**config.mk**
```make
export PLATFORM = sky130hd
export DESIGN_NAME = wpd_serializer
export DESIGN_NICKNAME = d
export VERILOG_FILES = /design/src/rtl/assert_macros.svh /design/src/rtl/wpd_pkg.sv /design/src/rtl/wpd_serializer.sv
export SDC_FILE = /design/constraint.sdc
export NUM_CORES = 1
export LEC_CHECK = 0
export ABC_AREA = 1
export BUFFER_PORTS_ARGS = -buffer_cell sky130_fd_sc_hd__buf_2
export CAP_MARGIN = 20
export CORE_MARGIN = 1.5
export CORE_UTILIZATION = 40
export CTS_BUF_LIST = sky130_fd_sc_hd__clkbuf_8
export CTS_CLUSTER_SIZE = 14
export DETAILED_ROUTE_END_ITERATION = 8
export PLACE_DENSITY = 0.7
export SETUP_SLACK_MARGIN = 0.2
export SYNTH_ARGS = -nofsm -noshare
export SYNTH_HDL_FRONTEND = slang
export SYNTH_SLANG_ARGS = --single-unit
export TNS_END_PERCENT = 30
```
**constraint.sdc**
```tcl
create_clock -name clk -period 2.3 [get_ports clk]
set_clock_uncertainty 0.2 [all_clocks]
set_input_delay 0.23 -clock clk [delete_from_list [all_inputs] [get_ports clk]]
set_output_delay 0.23 -clock clk [all_outputs]
set_load 0.01 [all_outputs]
```
**src/rtl/assert_macros.svh**
```systemverilog
// Assertion macros shared by the RTL. Each expects clk and rst_n in scope.
`ifndef ASSERT_MACROS_SVH
`define ASSERT_MACROS_SVH

// Same-cycle implication.
`define WPD_ASSERT_IMPL(label, ante, cons) \
    label: assert property (@(posedge clk) disable iff (!rst_n) (ante) |-> (cons)) \
        else $error("assertion failed");

// Next-cycle implication.
`define WPD_ASSERT_NEXT(label, ante, cons) \
    label: assert property (@(posedge clk) disable iff (!rst_n) (ante) |=> (cons)) \
        else $error("assertion failed");

`endif

```
**src/rtl/wpd_pkg.sv**
```systemverilog
// ============================================================================
// wpd_pkg
// Types, constants and helpers of the pixel driver.
// ============================================================================
`timescale 1ns / 1ps

package wpd_pkg;

    localparam int MAX_PIXELS_DEF = 256;
    localparam int BYTE_W         = 8;
    localparam int PIXEL_W        = 24;
    localparam int TICK_W         = 15;
    localparam int CNT_W          = 9;
    localparam int ORDER_W        = 6;
    localparam int CMD_W          = 2;
    localparam int SYM_CNT_W      = 5;
    localparam logic [SYM_CNT_W-1:0] SYMS_PER_PIXEL = 5'd24;
    localparam int APB_ADDR_W     = 5;
    localparam int APB_DATA_W     = 32;

    localparam logic [BYTE_W-1:0] BRIGHT_FULL = 8'd255;
    localparam logic [1:0]        POS_NONE    = 2'b11;

    // register map, indexed by paddr[4:2]
    localparam logic [2:0] REG_BRIGHTNESS = 3'd0;
    localparam logic [2:0] REG_ORDER      = 3'd1;
    localparam logic [2:0] REG_COUNT      = 3'd2;
    localparam logic [2:0] REG_ZERO_HIGH  = 3'd3;
    localparam logic [2:0] REG_ZERO_LOW   = 3'd4;
    localparam logic [2:0] REG_ONE_HIGH   = 3'd5;
    localparam logic [2:0] REG_ONE_LOW    = 3'd6;

    localparam logic [BYTE_W-1:0]  RST_BRIGHTNESS = 8'd255;
    localparam logic [ORDER_W-1:0] RST_ORDER      = 6'd18;
    localparam logic [CNT_W-1:0]   RST_COUNT      = 9'd0;
    localparam logic [TICK_W-1:0]  RST_ZERO_HIGH  = 15'd16;
    localparam logic [TICK_W-1:0]  RST_ZERO_LOW   = 15'd34;
    localparam logic [TICK_W-1:0]  RST_ONE_HIGH   = 15'd32;
    localparam logic [TICK_W-1:0]  RST_ONE_LOW    = 15'd18;

    typedef enum logic [1:0] {
        CMD_WRITE = 2'd0,
        CMD_CLEAR = 2'd1,
        CMD_EMIT  = 2'd2
    } cmd_t;

    typedef enum logic [1:0] {
        ST_IDLE,
        ST_SCALE,
        ST_EMIT_LOAD
    } state_t;

    typedef struct packed {
        logic rd_en;
        logic wr_en;
        logic clear_start;
    } st_ctrl_t;

    typedef struct packed {
        logic [TICK_W-1:0] zero_high;
        logic [TICK_W-1:0] zero_low;
        logic [TICK_W-1:0] one_high;
        logic [TICK_W-1:0] one_low;
    } sym_timing_t;

    // byte 0 sits in the top byte so it leaves the shift register first
    function automatic logic [PIXEL_W-1:0] place_byte(
        input logic [PIXEL_W-1:0] entry,
        input logic [1:0]         pos,
        input logic [BYTE_W-1:0]  v
    );
        logic [PIXEL_W-1:0] e;
        e = entry;
        unique case (pos)
            2'd0:    e[23:16] = v;
            2'd1:    e[15:8]  = v;
            2'd2:    e[7:0]   = v;
            default: e        = entry;
        endcase
        return e;
    endfunction

endpackage

```
**src/rtl/wpd_serializer.sv**
```systemverilog
// ============================================================================
// wpd_serializer
// Shifts one pixel out MSB first as 24 symbols through an output register.
// ============================================================================
`timescale 1ns / 1ps

module wpd_serializer (
    input  logic                        clk,
    input  logic                        rst_n,
    input  logic                        load,
    input  logic [wpd_pkg::PIXEL_W-1:0] pixel,
    input  wpd_pkg::sym_timing_t        timing,
    output logic                        busy,
    output logic                        sym_valid,
    input  logic                        sym_stall,
    output logic                        data_bit,
    output logic [wpd_pkg::TICK_W-1:0]  high_ticks,
    output logic [wpd_pkg::TICK_W-1:0]  low_ticks,
    output logic                        last_symbol
);
    import wpd_pkg::*;

    logic [PIXEL_W-1:0]   sh_reg, sh_next;
    logic [SYM_CNT_W-1:0] cnt_reg, cnt_next;
    logic                 vld_reg, vld_next;
    logic                 bit_reg, bit_next;
    logic                 last_reg, last_next;
    logic [TICK_W-1:0]    high_reg, high_next;
    logic [TICK_W-1:0]    low_reg, low_next;
    logic                 move;

    // output slot is free or its transfer completes this cycle
    assign move = (cnt_reg != '0) && (!vld_reg || !sym_stall);

    always_comb
    begin
        sh_next   = sh_reg;
        cnt_next  = cnt_reg;
        vld_next  = vld_reg;
        bit_next  = bit_reg;
        last_next = last_reg;
        high_next = high_reg;
        low_next  = low_reg;
        if (load)
        begin
            sh_next  = pixel;
            cnt_next = SYMS_PER_PIXEL;
        end
        else if (move)
        begin
            sh_next  = {sh_reg[PIXEL_W-2:0], 1'b0};
            cnt_next = cnt_reg - 1'b1;
        end
        if (move)
        begin
            vld_next  = 1'b1;
            bit_next  = sh_reg[PIXEL_W-1];
            last_next = (cnt_reg == 5'd1);
            high_next = sh_reg[PIXEL_W-1] ? timing.one_high : timing.zero_high;
            low_next  = sh_reg[PIXEL_W-1] ? timing.one_low : timing.zero_low;
        end
        else if (!sym_stall)
        begin
            vld_next = 1'b0;
        end
    end

    always_ff @(posedge clk or negedge rst_n)
    begin
        if (!rst_n)
        begin
            cnt_reg <= '0;
            vld_reg <= 1'b0;
        end
        else
        begin
            cnt_reg <= cnt_next;
            vld_reg <= vld_next;
        end
    end

    always_ff @(posedge clk)
    begin
        sh_reg   <= sh_next;
        bit_reg  <= bit_next;
        last_reg <= last_next;
        high_reg <= high_next;
        low_reg  <= low_next;
    end

    assign busy        = (cnt_reg != '0);
    assign sym_valid   = vld_reg;
    assign data_bit    = bit_reg;
    assign high_ticks  = high_reg;
    assign low_ticks   = low_reg;
    assign last_symbol = last_reg;

endmodule

```
After elaboration in Yosys (flattened, before gate mapping)
Cells that the tools add are included.

storage, ports and cells
  bits in registers = 62
  output and inout port bits = 34
  logic and storage cells = 24

cells by class
  $add $sub $neg = 1
  equality and inequality tests = 2
  mux-type cells = 8
  reductions and logical operators = 6

operator list
  operator                                                                 number
  24-bit two-way mux                                                       2
  15-bit two-way mux                                                       2
  5-bit two-way mux                                                        2
  5-bit by 1-bit equality test with 1-bit output, second input constant    1
  5-bit nonzero test                                                       1
  5-bit by 1-bit subtractor with 5-bit output, second input constant       1
  1-bit logical NOT                                                        2
  1-bit two-way mux                                                        2
  2-bit by 1-bit inequality test with 1-bit output, second input constant  1
  2-bit nonzero test                                                       1
  1-bit logical AND                                                        1
  1-bit logical OR                                                         1

Longest topological paths before layout
Gate-level depths: netlist of run 1.

  word-level depth = 5
  mapped depth = 7
  mapped depth without buffers = 7

Worst setup path before layout of run 1
No wires, ideal clock.

  path kind = reg-to-reg
  start = register cnt_reg[0]
  end = register bit_reg (netlist: data_bit) (enable)
  setup time = 387 ps
  arrival time = 1520 ps
  required time = 1713 ps
  slack = 193 ps
  stages on the path, launching flop included = 6
  cells stage by stage = dfrtp_1 -> inv_1 -> ha_1 -> nand3_4 -> nand2_4 -> inv_1

on the way
  longest elaborated chain between the ends = 2

ends and longest elaborated chain
  element                   RTL line              RTL
  start: declaration        wpd_serializer.sv:24  logic [SYM_CNT_W-1:0] cnt_reg, cnt_next;
  start signal: assignment  wpd_serializer.sv:77  cnt_reg <= cnt_next;
  5-bit nonzero test        -
  net busy                  wpd_serializer.sv:13  output logic busy,
  1-bit logical AND         wpd_serializer.sv:33  assign move = (cnt_reg != '0) && (!vld_reg || !sym_stall);
  net move                  wpd_serializer.sv:30  logic move;
  end signal: assignment    wpd_serializer.sv:85  bit_reg <= bit_next;
  end: declaration          wpd_serializer.sv:26  logic bit_reg, bit_next;

The timed path passes the listed nets, and every way through them passes these cells.
A chain may end at the register's enable or synchronous reset.

Worst setup path after layout of run 1
  start = register cnt_reg[0]
  end = register high_reg[14] (netlist: high_ticks[14]) (enable)

on the way
  longest elaborated chain between the ends = 2

ends and longest elaborated chain
  element                 RTL line              RTL
  5-bit nonzero test      wpd_serializer.sv:33
  1-bit logical AND       wpd_serializer.sv:33
  net move                wpd_serializer.sv:30
  end signal: assignment  wpd_serializer.sv:87  high_reg <= high_next;
  end: declaration        wpd_serializer.sv:28  logic [TICK_W-1:0] high_reg, high_next;

The timed path passes the listed nets, and every way through them passes these cells.

==> run summary, run 1 <==
r2r startpoint = cnt_reg[0]
CTS tree = built
first-pass GRT wire length = 10,300 µm
Residual DRC = 14
Post-Syn Area per Cell = 12.9 µm²
Antenna Nets Post-Route = 0
met1 Use GR = 21.9%
Final Non-Filler Cells = 478
total track usage = 18.6%
largest net degree at the start of global routing = 33
Critical Path Stages = 5
area grow syn2layout = 55.8%
Reg2Reg Depth = 5
PD cells = 746 mW/mm²
Slew HR = 56.4%
Sink Count = 62
Crit-path slowest cell = clkinvlp_4
routed len/inst = 13.7 µm
P_leak = 1.95 nW
CP Max Fanout = 32
grt total ovfl = 0
initial antenna violation count = 0
failing checks = design-rule violations
vias in the first global route = 2,198
postcts setup bufs = 0
HP Class = input port to flip-flop
Max Root-Sink Buffers = 2
worst setup path end = high_ticks[14]
Crit Path Category = flip-flop to flip-flop
post-route setup slack = 0.192 ns
Main synth FF type = edfxtp_1
fraction of layout cells with a size suffix above 1 = 44.4%
synthesized instance count = 211
final setup violation count = 0
nets@finish = 486
placed insts = 402
Port Buffers = 121
total CTS buffers = 9
CP delay by family, top = buffers and inverters
reg2reg setup slack = 0.19 ns
Area after DPL = 0.00338 mm²
synth top area cells = edfxtp_1 (62%), mux2_2 (12%), nand2_1 (11%)
DRT iter0 DRCs = 88
total power = 3.16 mW
synthesized cell area = 0.00272 mm²
vias per inst = 4.63
Setup WS pre-CTS = 0.0269 ns
count leader, synth = nand2_1
io pins = 122
Critical path buffers and inverters = 2
GR Util met3 = 5.45%
Syn Nets = 301
grt met2 use = 32.2%
critical path endpoint category = flip-flop
Crit path required time = 1.97 ns
post-route clock period utilization = 91.6%
worst-path cell chain = inv_2, ha_4, nand3_4, nand2_8, clkinvlp_4
Detail Placement HPWL = 3870 µm
CTS H-Tree Depth = 3
max reg flops = 24
crit path time final = 2.11 ns
fmax = 474 MHz
Max Slew Vio Count = 0
Fin Setup TNS = 0 ns
post-synth top area share = 61.8%
Max-Cap Viols = 0
final design area excluding fillers = 0.00424 mm²
Ant. Diodes = 0
ys async rst share = 9.68%
Rows = 29
top cell type by total area after synthesis = edfxtp_1
Initial Util = 42.1%
post-layout util = 65.6%
RSZ-0062 raised after global routing = yes
grt peak-use layer = met2
hold_ws = 0.0162 ns
status = finished with violations
RR Endpoint = high_ticks[14]
#FFs+latches synth = 62
CORE AREA = 0.00646 mm²
worst setup path startpoint = cnt_reg[0]
later-pin clock latency in the skew report = 0.33 ns
root buf cell = clkbuf_8
post-synthesis cell type count = 19
Vias = 2,211
Synth warnings = 0
worst vdd ir = 0.000404 V
crit-path max cell delay = 0.53 ns
RD Place Congestion = 0.835
Slew @ Worst Pin = 0.653 ns
Post-synth EDFFs = 56
total iterations of the first detailed-routing run = 8
Worst-path clk slew = 0.07 ns
die area = 0.00730 mm²
WP data arrival = 1.78 ns
die width = 85.4 µm
most instantiated cells after synthesis = nand2_1 (83), edfxtp_1 (56), mux2_2 (30)
Final Hold Viols = 0
drt total wl = 6540 µm
sequential area share after synthesis = 67.4%
Startpoint Class = flip-flop
die height = 85.4 µm
-- worst min-delay path by stage --
| stage | start | depth (start not counted) | slack, ns | end |
|---|---|---|---|---|
| floorplan | rst_n | 0 | -0.27 | cnt_reg[0] |
| CTS | timing[11] | 2 | 0.00009 | low_ticks[11] |
| global placement | rst_n | 1 | -0.14 | sym_valid |
| finish | timing[48] | 2 | 0.02 | high_ticks[3] |
| detailed placement | rst_n | 1 | -0.14 | cnt_reg[4] |
| global route | timing[15] | 2 | 0.001 | high_ticks[0] |
-- layer usage --
layer  share of wire (%)  wire length (µm)
met1                  39              2580
met2                  51              3360
met3                 8.6               559
met4                0.67                44
met5                   0                 0
-- what timing repair did --
item	in CTS	in global routing
setup endpoints to repair	32	47
pin swaps	0	1
hold buffers	58	2
hold endpoints to repair	48	1
gates resized for setup	0	6
-- cells in the final DEF, fill, tap and decap left out, types with 2 or more instances in the layout --
master           n
nand2_1         83
inv_1            4
bufinv_16        2
mux2_2          30
dfrtp_1          6
nor2_1           4
nand3_1          6
buf_2          121
dlygate4sd3_1   60
edfxtp_1        56
inv_2            3
clkbuf_8        12
-- area by class of cell --
cell class | instances | area, µm²
well taps | 77 | 96.3
fillers | 482 | 2220
clock inverters | 4 | 68.8
multi-input cells | 133 | 818
inverters | 7 | 30.0
flip-flops and latches | 62 | 1830
repair buffers | 183 | 1220
clock buffers | 12 | 165
-- logic make-up after synthesis --
| family | synth area share, % |
|---|---|
| AOI/OAI and AO/OA | 0.184 |
| buffers and inverters | 3.31 |
| adders and majority gates | 0.920 |
| muxes | 12.4 |
| DFF | 67.4 |
| and+or+nand+nor | 15.8 |
-- power breakdown --
group          switching [mW]  internal, mW
Sequential             0.0550          1.41
Clock                   0.397         0.693
Combinational           0.285         0.317
Total                   0.736          2.42
No activity file was read; power rests on OpenSTA's default activity.
==> run 2: changes to the inputs <==
--- a/config.mk
+++ b/config.mk
@@ -13,8 +13,9 @@
 export CTS_BUF_LIST = sky130_fd_sc_hd__clkbuf_8
 export CTS_CLUSTER_SIZE = 14
 export DETAILED_ROUTE_END_ITERATION = 8
+export GPL_ROUTABILITY_DRIVEN = 0
 export PLACE_DENSITY = 0.7
-export SETUP_SLACK_MARGIN = 0.2
+export SETUP_SLACK_MARGIN = 0.05
 export SYNTH_ARGS = -nofsm -noshare
 export SYNTH_HDL_FRONTEND = slang
 export SYNTH_SLANG_ARGS = --single-unit
==> run summary, run 2 (synthesis results as in run 1) <==
status = finished with violations
failing checks = design-rule violations
total track usage = 18.1%
Fin Setup TNS = 0 ns
GR Util met3 = 4.38%
area grow syn2layout = 53.1%
Port Buffers = 121
grt peak-use layer = met2
max reg flops = 24
Worst-path clk slew = 0.07 ns
CTS tree = built
CTS resizes = 0
vias in the first global route = 2,224
io pins = 122
grt met2 use = 30.7%
Crit Path Category = flip-flop to flip-flop
P_leak = 1.94 nW
routed len/inst = 13.2 µm
first-pass GRT wire length = 9970 µm
fmax = 497 MHz
total power = 2.93 mW
later-pin clock latency in the skew report = 0.33 ns
vias per inst = 4.53
nets@finish = 486
initial antenna violation count = 0
total CTS buffers = 9
met1 Use GR = 21.3%
Antenna Nets Post-Route = 0
worst vdd ir = 0.000392 V
CORE AREA = 0.00646 mm²
Area after DPL = 0.00340 mm²
Crit path required time = 2.18 ns
DRT iter0 DRCs = 68
CP Max Fanout = 19
Initial Util = 42.1%
grt total ovfl = 0
Max Slew Vio Count = 0
Rows = 29
Setup WS pre-CTS = 0.547 ns
root buf cell = clkbuf_8
crit path time final = 2.01 ns
most frequent cells in the layout = buf_2 (121), nand2_1 (83), dlygate4sd3_1 (58), edfxtp_1 (56), mux2_2 (30)
Sink Count = 62
PD cells = 704 mW/mm²
die height = 85.4 µm
final design area excluding fillers = 0.00416 mm²
post-route clock period utilization = 87.5%
largest net degree at the start of global routing = 33
post-route setup slack = 0.289 ns
critical path endpoint category = flip-flop
fill cell count = 478
HP Class = input port to flip-flop
total iterations of the first detailed-routing run = 7
CTS H-Tree Depth = 3
WP data arrival = 1.89 ns
drt total wl = 6290 µm
Max-Cap Viols = 0
Ant. Diodes = 0
Max Root-Sink Buffers = 2
Vias = 2,164
fraction of layout cells with a size suffix above 1 = 43.4%
Slew HR = 68.5%
most common cell after layout, fill and taps aside = buf_2
final setup violation count = 0
Detail Placement HPWL = 3820 µm
RSZ-0062 raised after global routing = no
Final Hold Viols = 0
Startpoint Class = flip-flop
post-layout util = 64.5%
die area = 0.00730 mm²
Residual DRC = 15
die width = 85.4 µm
Slew @ Worst Pin = 0.472 ns
[run 2: cell count changes in the layout (fill, tap and decap cells not counted), sizes merged]
cell	previous run	this run
clkbuf	12	9
inv	7	10
buf	123	125
dlygate4sd3	60	58
bufinv	2	1
clkinv	1	2
[run 2: report_power, final]
group	switching (mW)	leakage [nW]	total, mW	internal (mW)
registers	0.0526	0.643	1.46	1.41
clock network	0.394	0.103	0.878	0.485
logic	0.277	1.19	0.586	0.309
[run 2: cell type report]
| class | instances | area [µm²] | area share, % |
|---|---|---|---|
| clock inverters | 7 | 58.8 | 1.41 |
| well taps | 77 | 96.3 | 2.31 |
| flip-flops and latches | 62 | 1830 | 44.0 |
| inverters | 7 | 26.3 | 0.631 |
| repair buffers | 183 | 1230 | 29.5 |
| clock buffers | 9 | 124 | 2.98 |
| multi-input cells | 133 | 797 | 19.1 |
[run 2: layer usage]
layer	share of wire, %	wire [µm]
met3	7.9	496
met4	2.0	127
met5	0	0
met1	42	2640
met2	48	3030
[run 2: timing repair]
item | 4_1_cts | 5_1_grt
hold buffers | 56 | 2
endpoints found under the hold margin | 48 | 2
setup buffers | 0 | 0
[run 2: worst paths after layout]
check                                 endpoint  depth (start not counted)  startpoint  slack (ns)
worst max register to register  high_ticks[14]                          3  sh_reg[23]        0.29
max in group asynchronous           cnt_reg[2]                          2       rst_n        1.72
worst min register to register      sh_reg[22]                          2  sh_reg[21]        0.32
worst min-delay path             low_ticks[14]                          2  timing[44]        0.01
worst max-delay path            high_ticks[14]                          3  sh_reg[23]        0.29
min in group asynchronous           cnt_reg[4]                          2       rst_n        0.05
[run 2: worst max-delay path: stages (launching register included)]
cell and delay (ns):
edfxtp_1 0.35, buf_4 0.26, mux2_2 0.37, dlygate4sd3_1 0.56
[run 2: metrics by stage]
step | hold slack [ns] | instances
after floorplan | -0.266 | 211
after global placement | -0.139 | 404
after detailed placement | -0.136 | 404
after CTS | 0.000735 | 476
after global routing | 0.00636 | 478
final | 0.0121 | 478
