`src/rtl/assert_macros.svh`:
```
// Assertion macros shared by the RTL. Each expects clk and rst_n in scope.
`ifndef ASSERT_MACROS_SVH
`define ASSERT_MACROS_SVH

// Same-cycle implication.
`define WPD_ASSERT_IMPL(label, ante, cons) \
    label: assert property (@(posedge clk) disable iff (!rst_n) (ante) |-> (cons)) \
        else $error("assertion failed");

// Next-cycle implication.
`define WPD_ASSERT_NEXT(label, ante, cons) \
    label: assert property (@(posedge clk) disable iff (!rst_n) (ante) |=> (cons)) \
        else $error("assertion failed");

`endif

```
`src/rtl/wpd_pkg.sv`:
```
// ============================================================================
// wpd_pkg
// Types, constants and helpers of the pixel driver.
// ============================================================================
`timescale 1ns / 1ps

package wpd_pkg;

    localparam int MAX_PIXELS_DEF = 256;
    localparam int BYTE_W         = 8;
    localparam int PIXEL_W        = 24;
    localparam int TICK_W         = 15;
    localparam int CNT_W          = 9;
    localparam int ORDER_W        = 6;
    localparam int CMD_W          = 2;
    localparam int SYM_CNT_W      = 5;
    localparam logic [SYM_CNT_W-1:0] SYMS_PER_PIXEL = 5'd24;
    localparam int APB_ADDR_W     = 5;
    localparam int APB_DATA_W     = 32;

    localparam logic [BYTE_W-1:0] BRIGHT_FULL = 8'd255;
    localparam logic [1:0]        POS_NONE    = 2'b11;

    // register map, indexed by paddr[4:2]
    localparam logic [2:0] REG_BRIGHTNESS = 3'd0;
    localparam logic [2:0] REG_ORDER      = 3'd1;
    localparam logic [2:0] REG_COUNT      = 3'd2;
    localparam logic [2:0] REG_ZERO_HIGH  = 3'd3;
    localparam logic [2:0] REG_ZERO_LOW   = 3'd4;
    localparam logic [2:0] REG_ONE_HIGH   = 3'd5;
    localparam logic [2:0] REG_ONE_LOW    = 3'd6;

    localparam logic [BYTE_W-1:0]  RST_BRIGHTNESS = 8'd255;
    localparam logic [ORDER_W-1:0] RST_ORDER      = 6'd18;
    localparam logic [CNT_W-1:0]   RST_COUNT      = 9'd0;
    localparam logic [TICK_W-1:0]  RST_ZERO_HIGH  = 15'd16;
    localparam logic [TICK_W-1:0]  RST_ZERO_LOW   = 15'd34;
    localparam logic [TICK_W-1:0]  RST_ONE_HIGH   = 15'd32;
    localparam logic [TICK_W-1:0]  RST_ONE_LOW    = 15'd18;

    typedef enum logic [1:0] {
        CMD_WRITE = 2'd0,
        CMD_CLEAR = 2'd1,
        CMD_EMIT  = 2'd2
    } cmd_t;

    typedef enum logic [1:0] {
        ST_IDLE,
        ST_SCALE,
        ST_EMIT_LOAD
    } state_t;

    typedef struct packed {
        logic rd_en;
        logic wr_en;
        logic clear_start;
    } st_ctrl_t;

    typedef struct packed {
        logic [TICK_W-1:0] zero_high;
        logic [TICK_W-1:0] zero_low;
        logic [TICK_W-1:0] one_high;
        logic [TICK_W-1:0] one_low;
    } sym_timing_t;

    // byte 0 sits in the top byte so it leaves the shift register first
    function automatic logic [PIXEL_W-1:0] place_byte(
        input logic [PIXEL_W-1:0] entry,
        input logic [1:0]         pos,
        input logic [BYTE_W-1:0]  v
    );
        logic [PIXEL_W-1:0] e;
        e = entry;
        unique case (pos)
            2'd0:    e[23:16] = v;
            2'd1:    e[15:8]  = v;
            2'd2:    e[7:0]   = v;
            default: e        = entry;
        endcase
        return e;
    endfunction

endpackage

```
`src/rtl/wpd_scaler.sv`:
```
// ============================================================================
// wpd_scaler
// Bit-serial brightness scaling of red, green and blue, one brightness bit
// per cycle, shift-and-add on three lanes.
// ============================================================================
`timescale 1ns / 1ps

module wpd_scaler (
    input  logic                       clk,
    input  logic                       rst_n,
    input  logic                       start,
    input  logic [wpd_pkg::BYTE_W-1:0] brightness,
    input  logic [wpd_pkg::BYTE_W-1:0] red,
    input  logic [wpd_pkg::BYTE_W-1:0] green,
    input  logic [wpd_pkg::BYTE_W-1:0] blue,
    output logic                       done,
    output logic [wpd_pkg::BYTE_W-1:0] red_scaled,
    output logic [wpd_pkg::BYTE_W-1:0] green_scaled,
    output logic [wpd_pkg::BYTE_W-1:0] blue_scaled
);
    import wpd_pkg::*;

    logic                  busy_reg, busy_next;
    logic                  done_reg, done_next;
    logic [2:0]            cnt_reg, cnt_next;
    logic [BYTE_W-1:0]     bsh_reg, bsh_next;
    logic                  bypass_reg, bypass_next;
    logic [BYTE_W-1:0]     x_reg [3];
    logic [BYTE_W-1:0]     x_next [3];
    logic [2*BYTE_W-1:0]   p_reg [3];
    logic [2*BYTE_W-1:0]   p_next [3];
    logic [BYTE_W:0]       top_sum [3];

    always_comb
    begin
        busy_next   = busy_reg;
        cnt_next    = cnt_reg;
        bsh_next    = bsh_reg;
        bypass_next = bypass_reg;
        done_next   = busy_reg && (cnt_reg == 3'd7);
        for (int k = 0; k < 3; k++)
        begin
            x_next[k]  = x_reg[k];
            top_sum[k] = {1'b0, p_reg[k][2*BYTE_W-1:BYTE_W]}
                         + (bsh_reg[0] ? {1'b0, x_reg[k]} : '0);
            p_next[k]  = p_reg[k];
        end
        if (start)
        begin
            busy_next   = 1'b1;
            cnt_next    = 3'd0;
            bsh_next    = brightness;
            bypass_next = (brightness == BRIGHT_FULL);
            x_next[0]   = red;
            x_next[1]   = green;
            x_next[2]   = blue;
            for (int k = 0; k < 3; k++)
            begin
                p_next[k] = '0;
            end
        end
        else if (busy_reg)
        begin
            cnt_next = cnt_reg + 3'd1;
            bsh_next = {1'b0, bsh_reg[BYTE_W-1:1]};
            for (int k = 0; k < 3; k++)
            begin
                p_next[k] = {top_sum[k], p_reg[k][BYTE_W-1:1]};
            end
            if (cnt_reg == 3'd7)
            begin
                busy_next = 1'b0;
            end
        end
    end

    always_ff @(posedge clk or negedge rst_n)
    begin
        if (!rst_n)
        begin
            busy_reg <= 1'b0;
            done_reg <= 1'b0;
            cnt_reg  <= '0;
        end
        else
        begin
            busy_reg <= busy_next;
            done_reg <= done_next;
            cnt_reg  <= cnt_next;
        end
    end

    always_ff @(posedge clk)
    begin
        bsh_reg    <= bsh_next;
        bypass_reg <= bypass_next;
        for (int k = 0; k < 3; k++)
        begin
            x_reg[k] <= x_next[k];
            p_reg[k] <= p_next[k];
        end
    end

    assign done         = done_reg;
    assign red_scaled   = bypass_reg ? x_reg[0] : p_reg[0][2*BYTE_W-1:BYTE_W];
    assign green_scaled = bypass_reg ? x_reg[1] : p_reg[1][2*BYTE_W-1:BYTE_W];
    assign blue_scaled  = bypass_reg ? x_reg[2] : p_reg[2][2*BYTE_W-1:BYTE_W];

endmodule

```
`config.mk`:
```
export PLATFORM = sky130hd
export DESIGN_NAME = wpd_scaler
export DESIGN_NICKNAME = d
export VERILOG_FILES = /design/src/rtl/assert_macros.svh /design/src/rtl/wpd_pkg.sv /design/src/rtl/wpd_scaler.sv
export SDC_FILE = /design/constraint.sdc
export NUM_CORES = 1
export LEC_CHECK = 0
export BUFFER_PORTS_ARGS = -buffer_cell sky130_fd_sc_hd__clkbuf_2
export CAP_MARGIN = 5
export CELL_PAD_IN_SITES_DETAIL_PLACEMENT = 1
export CELL_PAD_IN_SITES_GLOBAL_PLACEMENT = 1
export CORE_MARGIN = 2
export CORE_UTILIZATION = 40
export CTS_BUF_LIST = sky130_fd_sc_hd__clkbuf_4 sky130_fd_sc_hd__clkbuf_8
export CTS_CLUSTER_DIAMETER = 200
export DETAILED_ROUTE_END_ITERATION = 7
export GPL_ROUTABILITY_DRIVEN = 0
export PLACE_DENSITY_LB_ADDON = 0.1
export SETUP_SLACK_MARGIN = 0.3
export SLEW_MARGIN = 5
export SYNTH_ARGS = -nofsm -noshare
export SYNTH_HDL_FRONTEND = slang
export SYNTH_SLANG_ARGS = --single-unit
```
`constraint.sdc`:
```
create_clock -name clk -period 2.8 [get_ports clk]
set_input_delay 0.28 -clock clk [delete_from_list [all_inputs] [get_ports clk]]
set_output_delay 0.28 -clock clk [all_outputs]
set_load 0.05 [all_outputs]
```
==> Word-level counts from Yosys, hierarchy flattened <==
Memories as Yosys holds them, arrays and structs flattened.
Cells that the tools add are included.
{ "classes": {"addsub": 4, "eq_ne": 2, "reduce_logical": 2, "mux": 16} }
{ "ops": {"columns": ["op", "n"], "rows": [
  ["48-bit 2-to-1 mux", 2],
  ["8-bit 2-to-1 mux", 8],
  ["8-bit by 8-bit adder with 9-bit output", 3],
  ["24-bit 2-to-1 mux", 1],
  ["8-bit equality test (second input constant)", 1],
  ["3-bit 2-to-1 mux", 2],
  ["3-bit by 1-bit adder with 3-bit output (second input constant)", 1],
  ["3-bit equality test (second input constant)", 1],
  ["1-bit 2-to-1 mux", 3],
  ["2-bit nonzero test", 1],
  ["1-bit logical AND", 1]
]} }
{ "totals": {"out_inout_bits": 25, "ram_bits": 72, "elab_cells": 31, "ff_bits": 14, "input_bits": 35, "mem_count": 2} }
{ "mem_list": {"columns": ["memory", "depth", "word_bits", "rd", "rd_ports_with_merged_regs", "write_ports", "line", "rtl"], "rows": [
  ["p_reg", 3, 16, 3, 0, 3, "wpd_scaler.sv:30", "logic [2*BYTE_W-1:0] p_reg [3];"],
  ["x_reg", 3, 8, 3, 0, 3, "wpd_scaler.sv:28", "logic [BYTE_W-1:0] x_reg [3];"]
]} }

==> Longest topological paths before layout <==
Gate-level depths: netlist of the first run.
{ "logic_depth": {"word_depth": 4, "depth_mapped": 9, "mapped_depth_nobuf": 8} }

==> Least setup slack after synthesis of the first run <==
OpenSTA, ideal clock, no wires.
{ "synth_timing": {"path_kind": "register to register", "from": "register bsh_reg[0]", "to": "memory p_reg[0][45] (netlist name)", "slack_ns": 0.554, "stages_incl_launch_ff": 9, "t_arrival_ns": 2.129, "n_path_buf": 1, "setup_ns": 0.117, "period_less_slack_ns": 2.246, "required_ns": 2.683, "path_cell_list": "edfxtp_1 > clkbuf_1 > and2_1 > ha_1 > nor2b_4 > o31a_1 > o21a_1 > or3_1 > a32o_1"} }
{ "synth_lines": {"columns": ["element", "line", "rtl"], "rows": [
  ["start, declared", "wpd_scaler.sv:26", "logic [BYTE_W-1:0] bsh_reg, bsh_next;"],
  ["start signal, assigned", "wpd_scaler.sv:95", "bsh_reg <= bsh_next;"],
  ["end, declared", "wpd_scaler.sv:30", null]
]} }

==> impl_metrics.py, run 1 <==
metrics = {
    "outcome": {
        "status": "completed",
    },
    "worst_hold_path": {
        "hp-class": "in2reg",
    },
    "timing": {
        "period_needed_ps": 2340,
        "worstMarginPinSlew_ps": 690,
        "setup_violations": 0,
        "max_freq_ghz": 0.427,
        "grt_setup_unrepaired": "false",
        "slew_headroom_pct": 53.8,
        "skew_ps": 8.72,
        "slew_violations": 0,
        "post-route-period-util_pct": 83.7,
        "hold_violations": 0,
        "fin_ws_ps": 455,
        "setup_tns_ps": 0,
        "fin_hold_ws_ps": 100,
    },
    "layout": {
        "seq_area_um2": 1600,
        "final_cell_mix": "clkbuf_2 (59), edfxtp_1 (33), mux2_2 (30)",
        "layout_commonest_cell": "clkbuf_2",
        "fill_cells": 982,
        "drive_above_1_share_pct": 31.2,
        "fin_nets": 437,
        "area_growth_pct": 18.4,
        "n_antenna_cell": 0,
        "stdcell_count": 489,
        "multi_input_area_um2": 1810,
    },
    "die": {
        "die_x_um": 97.7,
        "die_area_um2": 9540,
        "core_um2": 8590,
        "ioPinCount": 60,
        "core.rowCount": 34,
        "initial_core_util_pct": 40.8,
        "die_y_um": 97.7,
    },
    "logic_synthesis": {
        "synth_area_um2": 3510,
        "synth_top_family_by_area": "simple AND/OR/NAND/NOR gates",
        "seq_area_frac_synth_pct": 45.5,
        "ys_seq_elements": 62,
        "synth-compound-area-share_pct": 13.0,
        "synth-async-reset-ratio_pct": 8.06,
        "synth_xor_area_share_pct": 2.99,
        "syn_area_per_cell_um2": 11.3,
        "syn_nets": 372,
        "muxShareOfSynthArea_pct": 11.9,
        "synth-edff-count": 33,
        "netlist_instances": 311,
        "yosys_warnings": 0,
        "synth_cell_type_count": 41,
        "ys.flop_type": "edfxtp_1",
        "synth-adder-area-share_pct": 9.91,
        "yosys.area_share.simple_pct": 13.8,
    },
    "clock_network": {
        "cts-buffers-inserted": 9,
        "ctsResizeCount": 0,
        "cts.clk_slew.worst_paths_ps": 80,
        "clk_latency_ps": 350,
        "htreeDepth": 3,
        "cts_root_buffer": "clkbuf_8",
        "cts.sinks": 62,
        "clock_path_buffers": 2,
        "cts_tree": "built",
    },
    "power_and_ir_drop": {
        "finalPower_mw": 2.92,
        "peakVddDrop_mv": 0.387,
        "power_density_nw_per_um2": 702,
        "p_leak_nw": 1.89,
    },
    "drt": {
        "ant_nets": 0,
        "vias": 2593,
        "post_drt_wl_per_cell_um": 16.6,
        "wirelength_um": 8100,
        "drt_iter0_drc": 32,
        "vias_per_cell": 5.30,
        "drc_errors": 0,
        "first_pass_iters": 4,
    },
    "global_routing": {
        "grt_max_degree": 44,
        "grt_first_pass_wirelength_um": 13900,
        "grt_usage_pct": 18.2,
        "gr-total-overflow": 0,
        "first_global_vias": 2796,
        "antenna_found_initial": 0,
    },
    "run": {
        "max_cap_violations": 0,
    },
    "worst_setup_path": {
        "critPathArrivalTime_ps": 2640,
        "cp_max_fo": 6,
        "cp.required_ps": 3090,
        "critPathLaunchType": "flop",
        "cp-end-kind": "flop",
        "path_class": "reg2reg",
    },
    "place": {
        "port_buffers": 59,
        "dp.final_hpwl_um": 5590,
        "place_ws_ps": 411,
        "place_inst": 471,
    },
}
[per-layer routing]
layer	vias up	share of wire [%]	global-route usage [%]
met5	-	0	0
met3	10	3.2	3.60
met4	0	1.3	6.09
met1	1271	47	23.9
li1	1269	-	-
met2	43	49	30.0
[kinds of logic (layout without fill, tap and decap cells)]
logic type,after synthesis,after routing
DFF,62,62
xor gates and xnor gates,12,12
muxes,38,38
adders and majority gates,26,26
buffers and inverters,21,91
and+or+nand+nor,88,88
AOI/OAI and AO/OA,64,64
[critical path, stage by stage (launching register included)]
cell and delay (ps):
edfxtp_1 470, buf_4 200, and2_1 150, ha_1 370, a21o_1 240, a31oi_4 200, nor2_1 90, or4_1 500
nand3_1 80
[per-stage QoR]
stage	utilization [%]	area, um^2
final	48.4	4160
after global routing	48.4	4160
after CTS	48.3	4150
after detailed placement	45.6	3920
after global placement	45.6	3920
after floorplan	-	3510
[where the power goes]
part / switching, mW / internal (mW) / total [mW]
Clock: 0.397 / 0.504 / 0.901
Combinational: 0.521 / 0.334 / 0.855
Sequential: 0.0880 / 1.07 / 1.16
[cell usage after synthesis (all sizes together) (7+ instances only)]
cell / instances / area [um^2]
a21o: 11 / 82.6
a31oi: 7 / 73.8
ha: 23 / 288
a211oi: 7 / 52.6
o21ai: 15 / 75.1
dfxtp: 24 / 480
and2: 22 / 138
mux2: 30 / 338
mux2i: 8 / 80.1
nor2: 21 / 78.8
edfxtp: 33 / 991
nand2: 16 / 60.1
clkbuf: 9 / 55.1
nor3b: 8 / 60.1
xnor2: 9 / 78.8
inv: 7 / 26.3
a21oi: 8 / 43.8
[final cells by class]
| class | count | share of cell area [%] |
|---|---|---|
| inverters | 7 | 0.632 |
| well taps | 108 | 3.25 |
| multi-input cells | 228 | 43.6 |
| clock buffers | 9 | 2.98 |
| repair buffers | 68 | 8.79 |
| clock inverters | 7 | 2.35 |
| flip-flops and latches | 62 | 38.4 |
[path summary, 6_finish.rpt]
check	startpoint	to	slack, ps	cells past startpoint
min in group asynchronous	rst_n	cnt_reg[2]	280	2
worst min register to register	p_reg[0][30]	p_reg[0][30]	490	2
worst min-delay path	blue[0]	x_reg[0][16]	100	1
worst max register to register	bsh_reg[0]	p_reg[0][12]	460	8
worst max-delay path	bsh_reg[0]	p_reg[0][12]	460	8
max in group asynchronous	rst_n	busy_reg	2380	2
[repair_timing]
item                                   CTS  global route
hold buffers                             1             0
endpoints found under the hold margin    5             0
setup endpoints to repair                0             5
setup buffers                            0             1
Power figures use the tool's default switching activity.
==> inputs of run 2 (changes only) <==
Clock period 2.8 ns to 1.98 ns, I/O delays scaled along.
==> run 2 against run 1 <==
The flow now finishes with violations (negative setup slack). Flip-flop and latch count unchanged. Final area up 29%. Clock skew down 1.4 ps. Wire length up 24%. Critical path type unchanged. Highest routed layer unchanged.
==> impl_metrics.py, run 2 (synthesis gave the netlist of run 1 again) <==
metrics = {
    "layout": {
        "seq_area_um2": 1600,
        "drive_above_1_share_pct": 51.4,
        "fin_nets": 480,
        "final_cell_mix": "clkbuf_2 (35), edfxtp_1 (33), buf_4 (31)",
        "layout_commonest_cell": "clkbuf_2",
        "n_antenna_cell": 0,
        "area_growth_pct": 52.6,
        "fill_cells": 874,
        "multi_input_area_um2": 2260,
        "stdcell_count": 532,
    },
    "worst_setup_path": {
        "path_buf_inv": 1,
        "cp.required_ps": 2220,
        "cp_max_fo": 3,
        "crit_family": "compound AO/OA/AOI/OAI gates",
        "worstReg2RegStart": "bsh_reg[0]",
        "crit_slowest_cell": "edfxtp_1",
        "path_class": "reg2reg",
        "crit_chain": "buf_4 > and2_4 > ha_4 > nor2b_4 > o31a_1 > o21a_1 > or3_1 > a32o_1",
        "startpoint": "bsh_reg[0]",
        "max_stage_delay_ps": 430,
        "critPathLaunchType": "flop",
        "cp-end-kind": "flop",
        "critPathArrivalTime_ps": 2380,
    },
    "timing": {
        "slew_headroom_pct": 70.3,
        "hold_violations": 0,
        "setup_tns_ps": -1060,
        "period_needed_ps": 2140,
        "grt_setup_unrepaired": "true",
        "fin_ws_ps": -163,
        "skew_ps": 7.37,
        "max_freq_ghz": 0.467,
        "slew_violations": 0,
        "worstMarginPinSlew_ps": 446,
        "setup_violations": 13,
        "post-route-period-util_pct": 108,
    },
    "outcome": {
        "violations": "negative setup slack",
        "status": "finished with violations",
    },
    "power_and_ir_drop": {
        "peakVddDrop_mv": 0.406,
        "finalPower_mw": 4.84,
        "power_density_nw_per_um2": 903,
        "p_leak_nw": 2.37,
    },
    "place": {
        "place_inst": 494,
        "port_buffers": 59,
        "dp.final_hpwl_um": 6410,
    },
    "global_routing": {
        "grt_usage_pct": 21.3,
        "gr-total-overflow": 0,
        "grt_first_pass_wirelength_um": 15900,
        "antenna_found_initial": 0,
        "grt_max_degree": 23,
        "first_global_vias": 3194,
    },
    "clock_network": {
        "cts.clk_slew.worst_paths_ps": 80,
        "htreeDepth": 3,
        "clk_latency_ps": 350,
        "cts_root_buffer": "clkbuf_8",
        "cts-buffers-inserted": 9,
        "cts_tree": "built",
        "clock_path_buffers": 2,
        "cts.sinks": 62,
    },
    "die": {
        "die_x_um": 97.7,
        "core_um2": 8590,
        "ioPinCount": 60,
        "core.rowCount": 34,
        "die_area_um2": 9540,
        "initial_core_util_pct": 40.8,
        "die_y_um": 97.7,
    },
    "worst_hold_path": {
        "hold_start": "red[4]",
        "hp-class": "in2reg",
    },
    "drt": {
        "ant_nets": 0,
        "wirelength_um": 10000,
        "drc_errors": 0,
        "vias_per_cell": 5.37,
        "drt_iter0_drc": 60,
        "post_drt_wl_per_cell_um": 18.9,
        "vias": 2856,
        "first_pass_iters": 4,
    },
    "run": {
        "max_cap_violations": 0,
    },
}
## run 2: changes by cell type in the layout (fill, tap and decap cells not counted), sizes merged
| cell | before | now |
|---|---|---|
| bufinv | 2 | 1 |
| clkinvlp | 2 | 1 |
| inv | 8 | 7 |
| clkinv | 2 | 1 |
| clkbuf | 68 | 60 |
| buf | 8 | 63 |
## run 2: layout make-up
class	count	share of cell area (%)
Multi-Input combinational cell	228	42.2
Sequential cell	62	29.8
Timing Repair Buffer	111	21.1
Clock buffer	13	3.11
Tap cell	108	2.52
Clock inverter	3	0.794
Inverter	7	0.491
## run 2: what timing repair did
| item | 4_1_cts | 5_1_grt |
|---|---|---|
| buffers inserted | 12 | 7 |
| gates resized for setup | 113 | 64 |
| hold buffers | 1 | 0 |
| endpoints found under the hold margin | 5 | 0 |
| endpoints found under the setup margin | 43 | 45 |
| cloned | 1 | 1 |
| pin swaps | 31 | 23 |
## run 2: per-stage QoR
step	util, %	hold WS, ps	cell area (um^2)	setup slack (ps)
4_1_cts	58.4	8.74	5020	-207
3_5_place_dp	48.6	22.8	4180	-201
6_report	62.3	21.3	5360	-163
2_1_floorplan	-	-97.6	3600	-143
3_3_place_gp	48.6	24.0	4180	-116
5_1_grt	62.3	6.70	5360	-267
## run 2: worst paths after layout
check / slack [ps] / to / cells after the start
max: -160 / p_reg[0][45] / 8
min reg2reg: 490 / p_reg[0][29] / 2
min in group asynchronous: 200 / done / 2
max in group asynchronous: 1650 / busy_reg / 2
min: 20 / x_reg[0][4] / 1
max reg2reg: -160 / p_reg[0][45] / 8
## run 2: layer usage
metal / global-route usage [%] / share of wire, %
met1: 25.3 / 42
met2: 38.5 / 54
met3: 3.74 / 2.8
met4: 7.80 / 2.2
met5: 0 / 0
## run 2: where the power goes
| group | internal (mW) | total (mW) | switching [mW] | leakage (nW) |
|---|---|---|---|---|
| Combinational | 1.03 | 1.96 | 0.934 | 1.67 |
| Sequential | 1.52 | 1.68 | 0.156 | 0.591 |
| Clock | 0.677 | 1.20 | 0.524 | 0.106 |
